**src/hw/rtl/tes_pkg.sv**
```systemverilog
`default_nettype none
package tes_pkg;

  // Default edge length in vertices
  localparam int EDGE_VERTICES_DEF = 17;
  // Vertex index width carried in structs, enough for the largest edge
  localparam int IDX_W = 6;

  // Configuration port
  localparam int CFG_AW = 2;
  localparam int CFG_DW = 8;
  localparam logic [CFG_AW-1:0] CFG_FIX_ENABLE = 2'd0;
  localparam logic [CFG_AW-1:0] CFG_LEVEL_DIFF = 2'd1;

  // Task queue between front and back
  localparam int FIFO_DEPTH = 4;

  // Normaliser widths
  localparam int UNIT_SHIFT = 28;                  // Q1.14 squared
  localparam int SQ_W       = 31;                  // square of a 16-bit component
  localparam int LEN_W      = 32;                  // sum of three squares
  localparam int NUM_W      = SQ_W + UNIT_SHIFT;   // dividend width
  localparam int Q_W        = 30;                  // quotient never exceeds 2^28
  localparam int DIV_STEPS  = NUM_W;
  localparam int SQRT_STEPS = 15;
  localparam int CNT_W      = 6;

  typedef struct packed {
    logic signed [23:0] vertex_height;
    logic signed [15:0] normal_x;
    logic signed [15:0] normal_y;
    logic signed [15:0] normal_z;
  } vtx_in_t;

  typedef struct packed {
    logic signed [23:0] fixed_height;
    logic signed [15:0] fixed_nx;
    logic signed [15:0] fixed_ny;
    logic signed [15:0] fixed_nz;
    logic               last_vertex;
  } vtx_out_t;

  typedef struct packed {
    logic             en;
    logic [IDX_W-1:0] addr;
    vtx_in_t          data;
  } store_wr_t;

  typedef struct packed {
    logic [IDX_W-1:0] lo;
    logic [IDX_W-1:0] hi;
    logic [IDX_W-1:0] r;
    logic [2:0]       shift;
    logic             norm;
    logic             last;
  } task_t;

  typedef enum logic [1:0] {F_LOAD, F_ISSUE, F_WAIT} front_state_t;

  typedef enum logic [3:0] {
    B_IDLE, B_RD_LO, B_RD_HI, B_INTERP, B_SQ, B_DSTART, B_DIV, B_SQI, B_SQRT, B_DONE
  } back_state_t;

endpackage
`default_nettype wire

```
**src/hw/rtl/tes_fifo.sv**
```systemverilog
`default_nettype none
module tes_fifo
  import tes_pkg::*;
(
  input  wire logic  clk,
  input  wire logic  rst,
  input  wire logic  push,
  input  wire task_t push_data,
  output logic       full,
  input  wire logic  pop,
  output task_t      pop_data,
  output logic       empty
);
  localparam int PW = $clog2(FIFO_DEPTH);

  task_t             slots [FIFO_DEPTH];
  logic [PW-1:0]     wr_ptr;
  logic [PW-1:0]     rd_ptr;
  logic [PW:0]       count;

  assign full     = (count == (PW+1)'(FIFO_DEPTH));
  assign empty    = (count == '0);
  assign pop_data = slots[rd_ptr];

  // Payload slots
  always_ff @(posedge clk) begin
    if (push) begin
      slots[wr_ptr] <= push_data;
    end
  end

  // Pointers and fill level
  always_ff @(posedge clk) begin
    if (rst) begin
      wr_ptr <= '0;
      rd_ptr <= '0;
      count  <= '0;
    end else begin
      if (push) wr_ptr <= wr_ptr + 1'b1;
      if (pop)  rd_ptr <= rd_ptr + 1'b1;
      if (push && !pop)      count <= count + 1'b1;
      else if (pop && !push) count <= count - 1'b1;
    end
  end
endmodule
`default_nettype wire

```
**src/hw/rtl/tes_front.sv**
```systemverilog
`default_nettype none
module tes_front
  import tes_pkg::*;
#(
  parameter int EDGE_VERTICES = EDGE_VERTICES_DEF
) (
  input  wire logic              clk,
  input  wire logic              rst,
  input  wire logic              in_valid,
  output logic                   in_stall,
  input  wire vtx_in_t           in_data,
  input  wire logic              cfg_valid,
  input  wire logic [CFG_AW-1:0] cfg_index,
  input  wire logic [CFG_DW-1:0] cfg_data,
  output store_wr_t              wr,
  output logic                   push,
  output task_t                  push_data,
  input  wire logic              fifo_full,
  input  wire logic              drained
);
  localparam int AW    = $clog2(EDGE_VERTICES);
  localparam int D_MAX = $clog2(EDGE_VERTICES) - 1;
  localparam logic [IDX_W:0] LAST_IDX = (IDX_W+1)'(EDGE_VERTICES - 1);

  front_state_t     state;
  front_state_t     state_next;
  logic [AW-1:0]    count;
  logic             fix_en;
  logic [2:0]       lvl_diff;
  logic             accept;
  logic             at_last;

  logic [2:0]       d;
  logic [IDX_W:0]   idx;
  logic [IDX_W:0]   step;
  logic [IDX_W:0]   r;
  logic [IDX_W:0]   lo;
  logic [IDX_W:0]   hi_raw;
  logic [IDX_W:0]   hi;

  assign accept  = in_valid && !in_stall;
  assign at_last = (count == AW'(EDGE_VERTICES - 1));

  // Configuration registers
  always_ff @(posedge clk) begin
    if (rst) begin
      fix_en   <= 1'b0;
      lvl_diff <= '0;
    end else if (cfg_valid) begin
      unique case (cfg_index)
        CFG_FIX_ENABLE: fix_en   <= cfg_data[0];
        CFG_LEVEL_DIFF: lvl_diff <= cfg_data[2:0];
        default: ;
      endcase
    end
  end

  // Next state
  always_comb begin
    state_next = state;
    unique case (state)
      F_LOAD:  if (accept && at_last) state_next = F_ISSUE;
      F_ISSUE: if (push && at_last) state_next = F_WAIT;
      F_WAIT:  if (drained) state_next = F_LOAD;
      default: state_next = F_LOAD;
    endcase
  end

  always_ff @(posedge clk) begin
    if (rst) begin
      state <= F_LOAD;
      count <= '0;
    end else begin
      state <= state_next;
      if (accept || push) count <= at_last ? '0 : count + 1'b1;
    end
  end

  // Interpolation span of the vertex being issued
  always_comb begin
    d      = (lvl_diff > 3'(D_MAX)) ? 3'(D_MAX) : lvl_diff;
    idx    = (IDX_W+1)'(count);
    step   = (IDX_W+1)'(1) << d;
    r      = idx & (step - 1'b1);
    lo     = idx - r;
    hi_raw = lo + step;
    hi     = (hi_raw > LAST_IDX) ? LAST_IDX : hi_raw;
  end

  // Outputs
  always_comb begin
    in_stall     = (state != F_LOAD);
    wr.en        = accept;
    wr.addr      = IDX_W'(count);
    wr.data      = in_data;
    push         = (state == F_ISSUE) && !fifo_full;
    push_data.last  = at_last;
    push_data.shift = d;
    if (fix_en && !at_last) begin
      push_data.lo   = lo[IDX_W-1:0];
      push_data.hi   = hi[IDX_W-1:0];
      push_data.r    = r[IDX_W-1:0];
      push_data.norm = 1'b1;
    end else begin
      push_data.lo   = idx[IDX_W-1:0];
      push_data.hi   = idx[IDX_W-1:0];
      push_data.r    = '0;
      push_data.norm = 1'b0;
    end
  end
endmodule
`default_nettype wire

```
**src/hw/rtl/tes_back.sv**
```systemverilog
`default_nettype none
module tes_back
  import tes_pkg::*;
#(
  parameter int EDGE_VERTICES = EDGE_VERTICES_DEF
) (
  input  wire logic      clk,
  input  wire logic      rst,
  input  wire store_wr_t wr,
  output logic           pop,
  input  wire task_t     pop_data,
  input  wire logic      fifo_empty,
  output logic           idle,
  output logic           out_valid,
  input  wire logic      out_stall,
  output vtx_out_t       out_data
);
  localparam int AW = $clog2(EDGE_VERTICES);

  vtx_in_t              mem [EDGE_VERTICES];
  vtx_in_t              rd_data;
  logic [IDX_W-1:0]     rd_addr;

  back_state_t          state;
  back_state_t          state_next;
  task_t                task_q;
  vtx_in_t              lo_q;
  logic signed [23:0]   h_res;
  logic signed [15:0]   nv  [3];
  logic signed [15:0]   res [3];
  logic [SQ_W-1:0]      sq  [3];
  logic [LEN_W-1:0]     len;
  logic [1:0]           k;
  logic [CNT_W-1:0]     cnt;
  logic [LEN_W-1:0]     rem;
  logic [NUM_W-1:0]     num;
  logic [Q_W-1:0]       quot;
  logic [Q_W-1:0]       a;
  logic [Q_W-1:0]       root;
  logic [Q_W-1:0]       bitv;

  // Combinational datapath values
  logic signed [15:0]          lo_n [3];
  logic signed [15:0]          hi_n [3];
  logic signed [IDX_W:0]       r_s;
  logic signed [24:0]          hd;
  logic signed [25+IDX_W:0]    hp;
  logic signed [25+IDX_W:0]    hs;
  logic signed [23:0]          h_new;
  logic signed [16:0]          nd   [3];
  logic signed [17+IDX_W:0]    np   [3];
  logic signed [17+IDX_W:0]    ns   [3];
  logic signed [15:0]          n_new [3];
  logic signed [16:0]          ce;
  logic [16:0]                 mag;
  logic [SQ_W-1:0]             sq_new;
  logic [LEN_W:0]              rem_sh;
  logic [LEN_W-1:0]            rem_new;
  logic                        qbit;
  logic [Q_W:0]                trial;
  logic [Q_W-1:0]              a_new;
  logic [Q_W-1:0]              root_new;
  logic signed [15:0]          unit_c;
  logic                        out_free;
  logic                        div_end;
  logic                        sqrt_end;

  assign idle     = (state == B_IDLE);
  assign pop      = (state == B_IDLE) && !fifo_empty;
  assign out_free = !out_valid || !out_stall;
  assign div_end  = (cnt == CNT_W'(DIV_STEPS - 1));
  assign sqrt_end = (cnt == CNT_W'(SQRT_STEPS - 1));

  // Vertex store: one write port from the front, one registered read port
  always_ff @(posedge clk) begin
    if (wr.en) mem[wr.addr[AW-1:0]] <= wr.data;
    rd_data <= mem[rd_addr[AW-1:0]];
  end

  always_comb begin
    rd_addr = (state == B_RD_HI) ? task_q.hi : task_q.lo;
  end

  // Interpolation between the span ends, floor shift by the step exponent
  always_comb begin
    lo_n[0] = lo_q.normal_x;
    lo_n[1] = lo_q.normal_y;
    lo_n[2] = lo_q.normal_z;
    hi_n[0] = rd_data.normal_x;
    hi_n[1] = rd_data.normal_y;
    hi_n[2] = rd_data.normal_z;
    r_s     = {1'b0, task_q.r};
    hd      = 25'(rd_data.vertex_height) - 25'(lo_q.vertex_height);
    hp      = hd * r_s;
    hs      = hp >>> task_q.shift;
    h_new   = lo_q.vertex_height + 24'(hs);
    for (int j = 0; j < 3; j++) begin
      nd[j]    = 17'(hi_n[j]) - 17'(lo_n[j]);
      np[j]    = nd[j] * r_s;
      ns[j]    = np[j] >>> task_q.shift;
      n_new[j] = lo_n[j] + 16'(ns[j]);
    end
  end

  // Square of one component, long-division step, square-root step
  always_comb begin
    ce      = 17'(nv[k]);
    mag     = ce[16] ? 17'(-ce) : 17'(ce);
    sq_new  = SQ_W'(mag * mag);
    rem_sh  = {rem, num[NUM_W-1]};
    qbit    = (rem_sh >= {1'b0, len});
    rem_new = qbit ? LEN_W'(rem_sh - {1'b0, len}) : rem_sh[LEN_W-1:0];
    trial   = {1'b0, root} + {1'b0, bitv};
    if ({1'b0, a} >= trial) begin
      a_new    = Q_W'({1'b0, a} - trial);
      root_new = (root >> 1) + bitv;
    end else begin
      a_new    = a;
      root_new = root >> 1;
    end
    unit_c = nv[k][15] ? -(16'(root_new)) : 16'(root_new);
  end

  // Next state
  always_comb begin
    state_next = state;
    unique case (state)
      B_IDLE:   if (!fifo_empty) state_next = B_RD_LO;
      B_RD_LO:  state_next = B_RD_HI;
      B_RD_HI:  state_next = B_INTERP;
      B_INTERP: state_next = task_q.norm ? B_SQ : B_DONE;
      B_SQ:     if (k == 2'd2) state_next = B_DSTART;
      B_DSTART: begin
        if (len != '0)      state_next = B_DIV;
        else if (k == 2'd2) state_next = B_DONE;
      end
      B_DIV:    if (div_end) state_next = B_SQI;
      B_SQI:    state_next = B_SQRT;
      B_SQRT:   if (sqrt_end) state_next = (k == 2'd2) ? B_DONE : B_DSTART;
      B_DONE:   if (out_free) state_next = B_IDLE;
      default:  state_next = B_IDLE;
    endcase
  end

  always_ff @(posedge clk) begin
    if (rst) begin
      state     <= B_IDLE;
      out_valid <= 1'b0;
    end else begin
      state <= state_next;
      if (state == B_DONE && out_free) out_valid <= 1'b1;
      else if (out_valid && !out_stall) out_valid <= 1'b0;
    end
  end

  // Datapath registers
  always_ff @(posedge clk) begin
    unique case (state)
      B_IDLE: begin
        if (pop) task_q <= pop_data;
      end
      B_RD_LO: ;
      B_RD_HI: lo_q <= rd_data;
      B_INTERP: begin
        h_res <= h_new;
        for (int j = 0; j < 3; j++) begin
          nv[j]  <= n_new[j];
          res[j] <= n_new[j];
        end
        len <= '0;
        k   <= '0;
      end
      B_SQ: begin
        sq[k] <= sq_new;
        len   <= len + LEN_W'(sq_new);
        k     <= (k == 2'd2) ? 2'd0 : k + 1'b1;
      end
      B_DSTART: begin
        if (len == '0) begin
          res[k] <= '0;
          k      <= k + 1'b1;
        end else begin
          num  <= {sq[k], UNIT_SHIFT'(0)};
          rem  <= '0;
          quot <= '0;
          cnt  <= '0;
        end
      end
      B_DIV: begin
        rem  <= rem_new;
        num  <= num << 1;
        quot <= {quot[Q_W-2:0], qbit};
        cnt  <= cnt + 1'b1;
      end
      B_SQI: begin
        a    <= quot;
        root <= '0;
        bitv <= Q_W'(1) << UNIT_SHIFT;
        cnt  <= '0;
      end
      B_SQRT: begin
        a    <= a_new;
        root <= root_new;
        bitv <= bitv >> 2;
        cnt  <= cnt + 1'b1;
        if (sqrt_end) begin
          res[k] <= unit_c;
          k      <= k + 1'b1;
        end
      end
      B_DONE: begin
        if (out_free) begin
          out_data.fixed_height <= h_res;
          out_data.fixed_nx     <= res[0];
          out_data.fixed_ny     <= res[1];
          out_data.fixed_nz     <= res[2];
          out_data.last_vertex  <= task_q.last;
        end
      end
      default: ;
    endcase
  end
endmodule
`default_nettype wire

```
**src/hw/rtl/terrain_edge_stitch.sv**
```systemverilog
`default_nettype none
// Channel   Direction  Handshake           Beat
// in        in         in_valid/in_stall   one edge vertex (vtx_in_t)
// out       out        out_valid/out_stall one stitched vertex (vtx_out_t)
// cfg       in         cfg_valid/cfg_ready register index and write data
//
// Loading accepts one vertex per cycle; the last vertex of an edge starts the emit pass,
// during which input is stalled until the back end has finished the last vertex.
// Each emitted vertex is either passed through or renormalised; a zero normal skips the
// divider and square root. When renormalising, the bit-serial divider (59 steps) and the
// square-root unit (15 steps) are run once per normal component.
// Reset is synchronous; the vertex store needs no clearing pass.
module terrain_edge_stitch
  import tes_pkg::*;
#(
  parameter int EDGE_VERTICES = EDGE_VERTICES_DEF
) (
  input  wire logic              clk,
  input  wire logic              rst,
  input  wire logic              in_valid,
  output logic                   in_stall,
  input  wire vtx_in_t           in_data,
  output logic                   out_valid,
  input  wire logic              out_stall,
  output vtx_out_t               out_data,
  input  wire logic              cfg_valid,
  output logic                   cfg_ready,
  input  wire logic [CFG_AW-1:0] cfg_index,
  input  wire logic [CFG_DW-1:0] cfg_data
);
  store_wr_t wr;
  logic      push;
  task_t     push_data;
  logic      fifo_full;
  logic      pop;
  task_t     pop_data;
  logic      fifo_empty;
  logic      back_idle;
  logic      drained;

  assign cfg_ready = 1'b1;
  assign drained   = fifo_empty && back_idle;

  tes_front #(.EDGE_VERTICES(EDGE_VERTICES)) u_front (
    .clk       (clk),
    .rst       (rst),
    .in_valid  (in_valid),
    .in_stall  (in_stall),
    .in_data   (in_data),
    .cfg_valid (cfg_valid),
    .cfg_index (cfg_index),
    .cfg_data  (cfg_data),
    .wr        (wr),
    .push      (push),
    .push_data (push_data),
    .fifo_full (fifo_full),
    .drained   (drained)
  );

  tes_fifo u_fifo (
    .clk       (clk),
    .rst       (rst),
    .push      (push),
    .push_data (push_data),
    .full      (fifo_full),
    .pop       (pop),
    .pop_data  (pop_data),
    .empty     (fifo_empty)
  );

  tes_back #(.EDGE_VERTICES(EDGE_VERTICES)) u_back (
    .clk        (clk),
    .rst        (rst),
    .wr         (wr),
    .pop        (pop),
    .pop_data   (pop_data),
    .fifo_empty (fifo_empty),
    .idle       (back_idle),
    .out_valid  (out_valid),
    .out_stall  (out_stall),
    .out_data   (out_data)
  );
endmodule
`default_nettype wire
```
**config.mk**
```make
export PLATFORM = sky130hd
export DESIGN_NAME = terrain_edge_stitch
export DESIGN_NICKNAME = d
export VERILOG_FILES = /design/src/hw/rtl/tes_pkg.sv /design/src/hw/rtl/tes_fifo.sv /design/src/hw/rtl/tes_front.sv /design/src/hw/rtl/tes_back.sv /design/src/hw/rtl/terrain_edge_stitch.sv
export SDC_FILE = /design/constraint.sdc
export NUM_CORES = 2
export LEC_CHECK = 0
export BUFFER_PORTS_ARGS = -buffer_cell sky130_fd_sc_hd__buf_4
export CAP_MARGIN = 20
export CORE_ASPECT_RATIO = 1.4
export CORE_UTILIZATION = 40
export CTS_BUF_LIST = sky130_fd_sc_hd__clkbuf_8 sky130_fd_sc_hd__clkbuf_16
export DETAILED_ROUTE_END_ITERATION = 10
export PLACE_DENSITY_LB_ADDON = 0.15
export SLEW_MARGIN = 0
export SYNTH_ARGS = -nofsm -noshare
export SYNTH_HDL_FRONTEND = slang
export SYNTH_SLANG_ARGS = --single-unit
```
**constraint.sdc**
```tcl
create_clock -name clk -period 11.45 [get_ports clk]
set_input_delay 1.145 -clock clk [delete_from_list [all_inputs] [get_ports clk]]
set_output_delay 1.145 -clock clk [all_outputs]
set_load 0.005 [all_outputs]
```
## After elaboration in Yosys (flattened, before gate mapping)

Memories as Yosys holds them, arrays and structs flattened. A register that Yosys moved wholly into a read port is not among the register bits.
Index checks and enable logic that the tools add are counted.

- Bits in registers: 395
- Bits in writable memories: 1505
- Output and inout bits: 76
- Logic and storage cells: 212
- Memories: 5

Memories:

| name | words | width | rd ports | clocked after memory_dff | write ports | line | text |
|---|---|---|---|---|---|---|---|
| u_back.mem | 17 | 72 | 1 | 1 | 1 | tes_back.sv:20 | `vtx_in_t mem [EDGE_VERTICES];` |
| u_back.sq | 3 | 31 | 1 | 1 | 1 | tes_back.sv:31 | `logic [SQ_W-1:0] sq [3];` |
| u_fifo.slots | 4 | 23 | 1 | 1 | 1 | tes_fifo.sv:16 | `task_t slots [FIFO_DEPTH];` |
| u_back.nv | 3 | 16 | 1 | 1 | 3 | tes_back.sv:29 | `logic signed [15:0] nv [3];` |
| u_back.res | 3 | 16 | 3 | 3 | 3 | tes_back.sv:30 | `logic signed [15:0] res [3];` |

- Add/subtract/negate cells: 25
- $mul: 5
- $lt $le $gt $ge: 4
- Equality and inequality tests: 29
- Shift operators: 5
- Muxes and demuxes: 65
- Bitwise logic cells: 2
- Reduce and logical (&&, ||, !) cells: 47

Operators by type and width:

| kind | number |
|---|---|
| 30-bit case mux with 2 select lines | 4 |
| 32-bit case mux with 2 select lines | 2 |
| 59-bit case mux with 2 select lines | 1 |
| 30-bit two-way mux | 3 |
| 17-bit by 7-bit multiplier with 24-bit output | 3 |
| 24-bit by 3-bit >>> shifter with 16-bit output | 3 |
| 32-bit two-way mux | 2 |
| 59-bit two-way mux | 1 |
| 16-bit by 16-bit subtractor with 17-bit output | 3 |
| 16-bit adder | 3 |
| 16-bit two-way mux | 3 |
| 4-bit case mux with 10 select lines | 1 |
| 4-bit two-way mux | 9 |
| 33-bit by 32-bit >= comparator with 1-bit output | 1 |
| 32-bit by 31-bit adder with 32-bit output | 1 |
| 32-bit zero test | 1 |
| 25-bit by 7-bit multiplier with 32-bit output | 1 |
| 32-bit nonzero test | 1 |
| 32-bit by 3-bit >>> shifter with 24-bit output | 1 |
| 32-bit subtractor | 1 |
| 30-bit by 30-bit adder with 31-bit output | 1 |
| 30-bit by 31-bit >= comparator with 1-bit output | 1 |
| 17-bit by 17-bit multiplier with 31-bit output | 1 |
| 29-bit by 30-bit adder with 30-bit output | 1 |
| other kinds (55) | 133 |

## Longest topological paths before layout

- Word-level depth: 10
- Mapped depth: 45

## By module

From an unflattened synthesis, not the netlist that was laid out.

- Cells, all modules: 10265
- Area total of the unflattened synthesis: 117312.5 µm²

By module, submodules not included:

| module | instances | cells an instance | area each (µm²) | sequential area each (µm²) |
|---|---|---|---|---|
| tes_back | 1 | 9886 | 111916.1 | 55873.6 |
| tes_fifo | 1 | 164 | 3782.4 | 2942.8 |
| tes_front | 1 | 212 | 1596.5 | 220.2 |
| terrain_edge_stitch | 1 | 3 | 17.5 | 0.0 |

## Worst setup path after synthesis

OpenSTA, ideal clock, no wires.

- Path type: register to register
- Start point: register with a tool-made name
- End point: register u_back.len[31] (data pin)
- Library setup time: 266 ps
- Data arrival time: 9608 ps
- Required time: 11184 ps
- Path slack: 1576 ps
- Stages on the path, launching flop included: 40
- Buffers on the path: 3
- Clock period less this slack: 9874 ps
- Cells stage by stage: dfxtp_1 > buf_2 > buf_1 > mux2i_1 > o21a_1 > clkbuf_1 > ha_1 > nand2_1 > o21ai_0 > xnor2_1 > clkinv_1 > nand2_1 > inv_1 > fa_1 > inv_1 > fa_1 > fa_1 > inv_1 > [4 not listed] > inv_1 > ha_1 > or3_1 > a41oi_1 > xnor2_1 > ha_1 > a21o_1 > a21o_1 > a21oi_1 > o21a_1 > o31a_1 > o211ai_1 > o41a_1 > a221oi_1 > nor2_1 > a311oi_1 > xnor2_1 > nor2_1

RTL lines:

| item | line | text |
|---|---|---|
| end signal, assigned | tes_back.sv:175 | `len <= len + LEN_W'(sq_new);` |
| end, declared | tes_back.sv:32 | `logic [LEN_W-1:0] len;` |

==> metrics.md <==
| Metric | Value |
|---|---|
| Outcome | `completed` |
| Largest net degree at the start of global routing | `139` |
| Number of enable flip-flop cells after synthesis | `1887` |
| WP data required | `12.01 ns` |
| Hold buffers post-CTS | `0` |
| Filler Cells Inserted | `25300` |
| Worst hold path type | `flip-flop to flip-flop` |
| Total number of vias | `68000` |
| Main combinational cell family by area after synthesis | `adder cells` |
| XOR/XNOR Fraction of Synth Area | `0.0318` |
| CP Capture Type | `flip-flop` |
| TritonCTS buffer count | `204` |
| Antenna violations before repair | `24` |
| CTS tree | `built` |
| Clk root buf | `clkbuf_16` |
| Actual slew at the worst max-slew pin | `1.12 ns` |
| Setup Crit Path Kind | `flip-flop to flip-flop` |
| Largest fanout on the critical path | `13` |
| Core Rows | `228` |
| Core Footprint | `276000 µm²` |
| Max Cap Viol | `0` |
| Cell taking the most area after synthesis | `edfxtp_1` |
| Synth top area cells | `edfxtp_1 (51%), fa_1 (7.7%), ha_1 (6.6%)` |
| Most common flop cell mapped by yosys | `edfxtp_1` |
| Share of cells above drive strength 1 | `0.115` |
| RSZ-0062 raised after global routing | `false` |
| Share of flip-flops with an asynchronous set or reset | `0` |
| First-pass GRT wire length | `430000 µm` |
| Global route hottest layer | `met2` |
| Count of input and output buffers | `156` |
| Met2 Usage GRT | `0.370` |
| Router iterations before antenna repair | `8` |
| Initial core utilization | `0.402` |
| Total gr overflow | `0` |
| Syn Area/Cell | `12.6 µm²` |
| Vias per std cell | `5.29` |
| DRT iter0 DRCs | `3929` |
| Overall Global Routing Usage | `0.202` |
| Final wirelength | `284000 µm` |
| I/O pin cnt | `163` |
| CP delay by family, top | `adder cells` |
| Cell Area, Synth | `111000 µm²` |
| Post-DP HPWL | `194000 µm` |
| Die width | `447 µm` |
| WL/cell | `22.1 µm` |
| Share of the synthesized area in the top cell type | `0.511` |
| Antenna-violating nets left | `0` |
| Htree depth | `4` |
| Adder-Cell Fraction of Synth Area | `0.143` |
| Final setup vio count | `0` |
| # clock sinks | `1984` |
| Remaining DRCs | `0` |
| Clock Latency Late Sink | `0.88 ns` |
| Final #Nets | `10100` |
| Synthesized instance count | `8767` |
| Critical Path Most Common Cell | `fa_1` |
| Final hold violations | `0` |
| Post-synthesis mux area share | `0.0825` |
| Arr. time, crit path | `11.28 ns` |
| Post-CTS Setup Inserts | `0` |
| Number of synthesis warnings | `0` |
| Sum Neg Setup Slack | `0 ns` |
| Final period util | `0.936` |
| Final Wtd Congestion | `0.872` |
| Max Fclk | `93.3 MHz` |
| WP buf/inv | `8` |
| Skew final | `0.0842 ns` |
| Count of cell types in the netlist | `102` |
| Die Y | `625 µm` |
| Number of global-route vias before repair | `70800` |
| Synth-to-Final Area Change | `11.4%` |
| Global routing usage on met1 | `0.241` |
| Compound-Gate Fraction of Synth Area | `0.0774` |
| Startpoint type of the worst setup path | `flip-flop` |
| Die Area | `279000 µm²` |
| Met3 Use GR | `0.0266` |
| Critical path's slowest cell | `fa_1` |
| Simple-gate share of the synthesized area | `0.0974` |
| Worst slew margin | `0.249` |
| Register area share after synthesis | `0.529` |
| Post-layout min period | `10.72 ns` |
| Flops & latches, synth | `1984` |
| CP max stage delay | `0.55 ns` |
| CTS max path bufs | `4` |
| Max Slew Vio Count | `0` |
| Clock transition at path regs | `0.06 ns` |
[final timing paths]
| path | from | end | slack [ns] | depth (start not counted) |
|---|---|---|---|---|
| min reg2reg | u_back.res[2][0]$_DFFE_PP_ | out_data[1]$_DFFE_PP_ | 0.42 | 0 |
| max reg2reg | flip-flop | u_back.len[31]$_SDFFCE_PN0N_ | 0.73 | 37 |
| max | flip-flop | u_back.len[31]$_SDFFCE_PN0N_ | 0.73 | 37 |
| min | u_back.res[2][0]$_DFFE_PP_ | out_data[1]$_DFFE_PP_ | 0.42 | 0 |
[synthesized netlist by cell type (48+ instances only)]
cell and instances:
o21ai_0 415, ha_1 585, nand3_1 152, dfxtp_1 97, nand2_1 1033, a31oi_1 57, xor2_1 162, fa_1 427
o21a_1 55, inv_1 808, a21oi_1 351, and2_1 263, a211oi_1 48, edfxtp_1 1887, nor3_1 83, xnor2_1 234
nor2_1 475, clkbuf_1 250, buf_1 53, o21bai_1 51, nand2b_1 61, mux4_2 313, nor2b_1 83, mux2i_1 158
a21o_1 120
[flip-flops by register name (all words and copies together), names as in the netlist, 31 cells and up, named ones only]
name          flops
u_back.mem     1224
u_back.sq        90
u_fifo.slots     80
out_data         48
u_back.hi_n      48
u_back.lo_n      48
u_back.nv        48
u_back.res       48
u_back.len       32
u_back.rem       32
u_back.num       31
[placed cells by master (no fill, tap or decap), types with 41 or more instances in the layout]
cell       synthesis  routed
nand2_1         1033    1032
a21oi_1          351     349
buf_4              1     292
fa_1             427     427
a21o_1           120     120
nand2b_1          61      61
dfxtp_1           97      95
mux4_2           313     313
nor3_1            83      80
nor2_1           475     459
nand3_1          152     151
nor2b_1           83      83
a211oi_1          48      48
clkbuf_16          0     207
and2_1           263     262
o21a_1            55      55
xnor2_1          234     233
inv_1            808     850
edfxtp_1        1887    1887
xor2_1           162     162
mux2_2            45      43
mux2i_1          158     154
a31oi_1           57      57
o21ai_0          415     414
ha_1             585     585
o21bai_1          51      51
conb_1             2      41
[layout make-up]
class                   count  area (µm²)  area share
clock inverters           148        1150     0.00934
flip-flops and latches   1984       58600       0.475
clock buffers             219        5350      0.0433
repair buffers            298        2300      0.0186
diodes                      7        17.5    0.000142
multi-input cells        5691       48300       0.392
inverters                 815        3060      0.0248
well taps                3680        4600      0.0373
[cell families after synthesis]
logic type	count (synthesis)
and+or+nand+nor	2359
muxes	516
DFF	1984
AOI/OAI and AO/OA	1364
buffers and inverters	1131
adders and majority gates	1012
xor gates and xnor gates	399
other	2
[routing by layer]
metal,vias up,part of all wire
met3,450,0.038
met5,-,0.00043
li1,31800,-
met2,1200,0.52
met4,20,0.036
met1,34500,0.40
[timing repair]
action / in CTS / in global routing
setup endpoints to repair: 0 / 3
gates resized for setup: 0 / 2
hold endpoints to repair: 0 / 0
[through the flow]
stage	instance area (µm²)	cells	hold WS, ns	setup WS, ns	utilization
after floorplan	111000	8806	0.400	1.58	-
after global placement	117000	12500	0.405	0.489	0.424
after detailed placement	117000	12500	0.405	0.429	0.424
after CTS	123000	12800	0.413	0.321	0.448
after global routing	123000	12800	0.421	0.0490	0.448
final	123000	12800	0.416	0.729	0.448
Power is not shown: default switching activity piles up to over one toggle a cycle in this logic, so the estimate is an artifact.
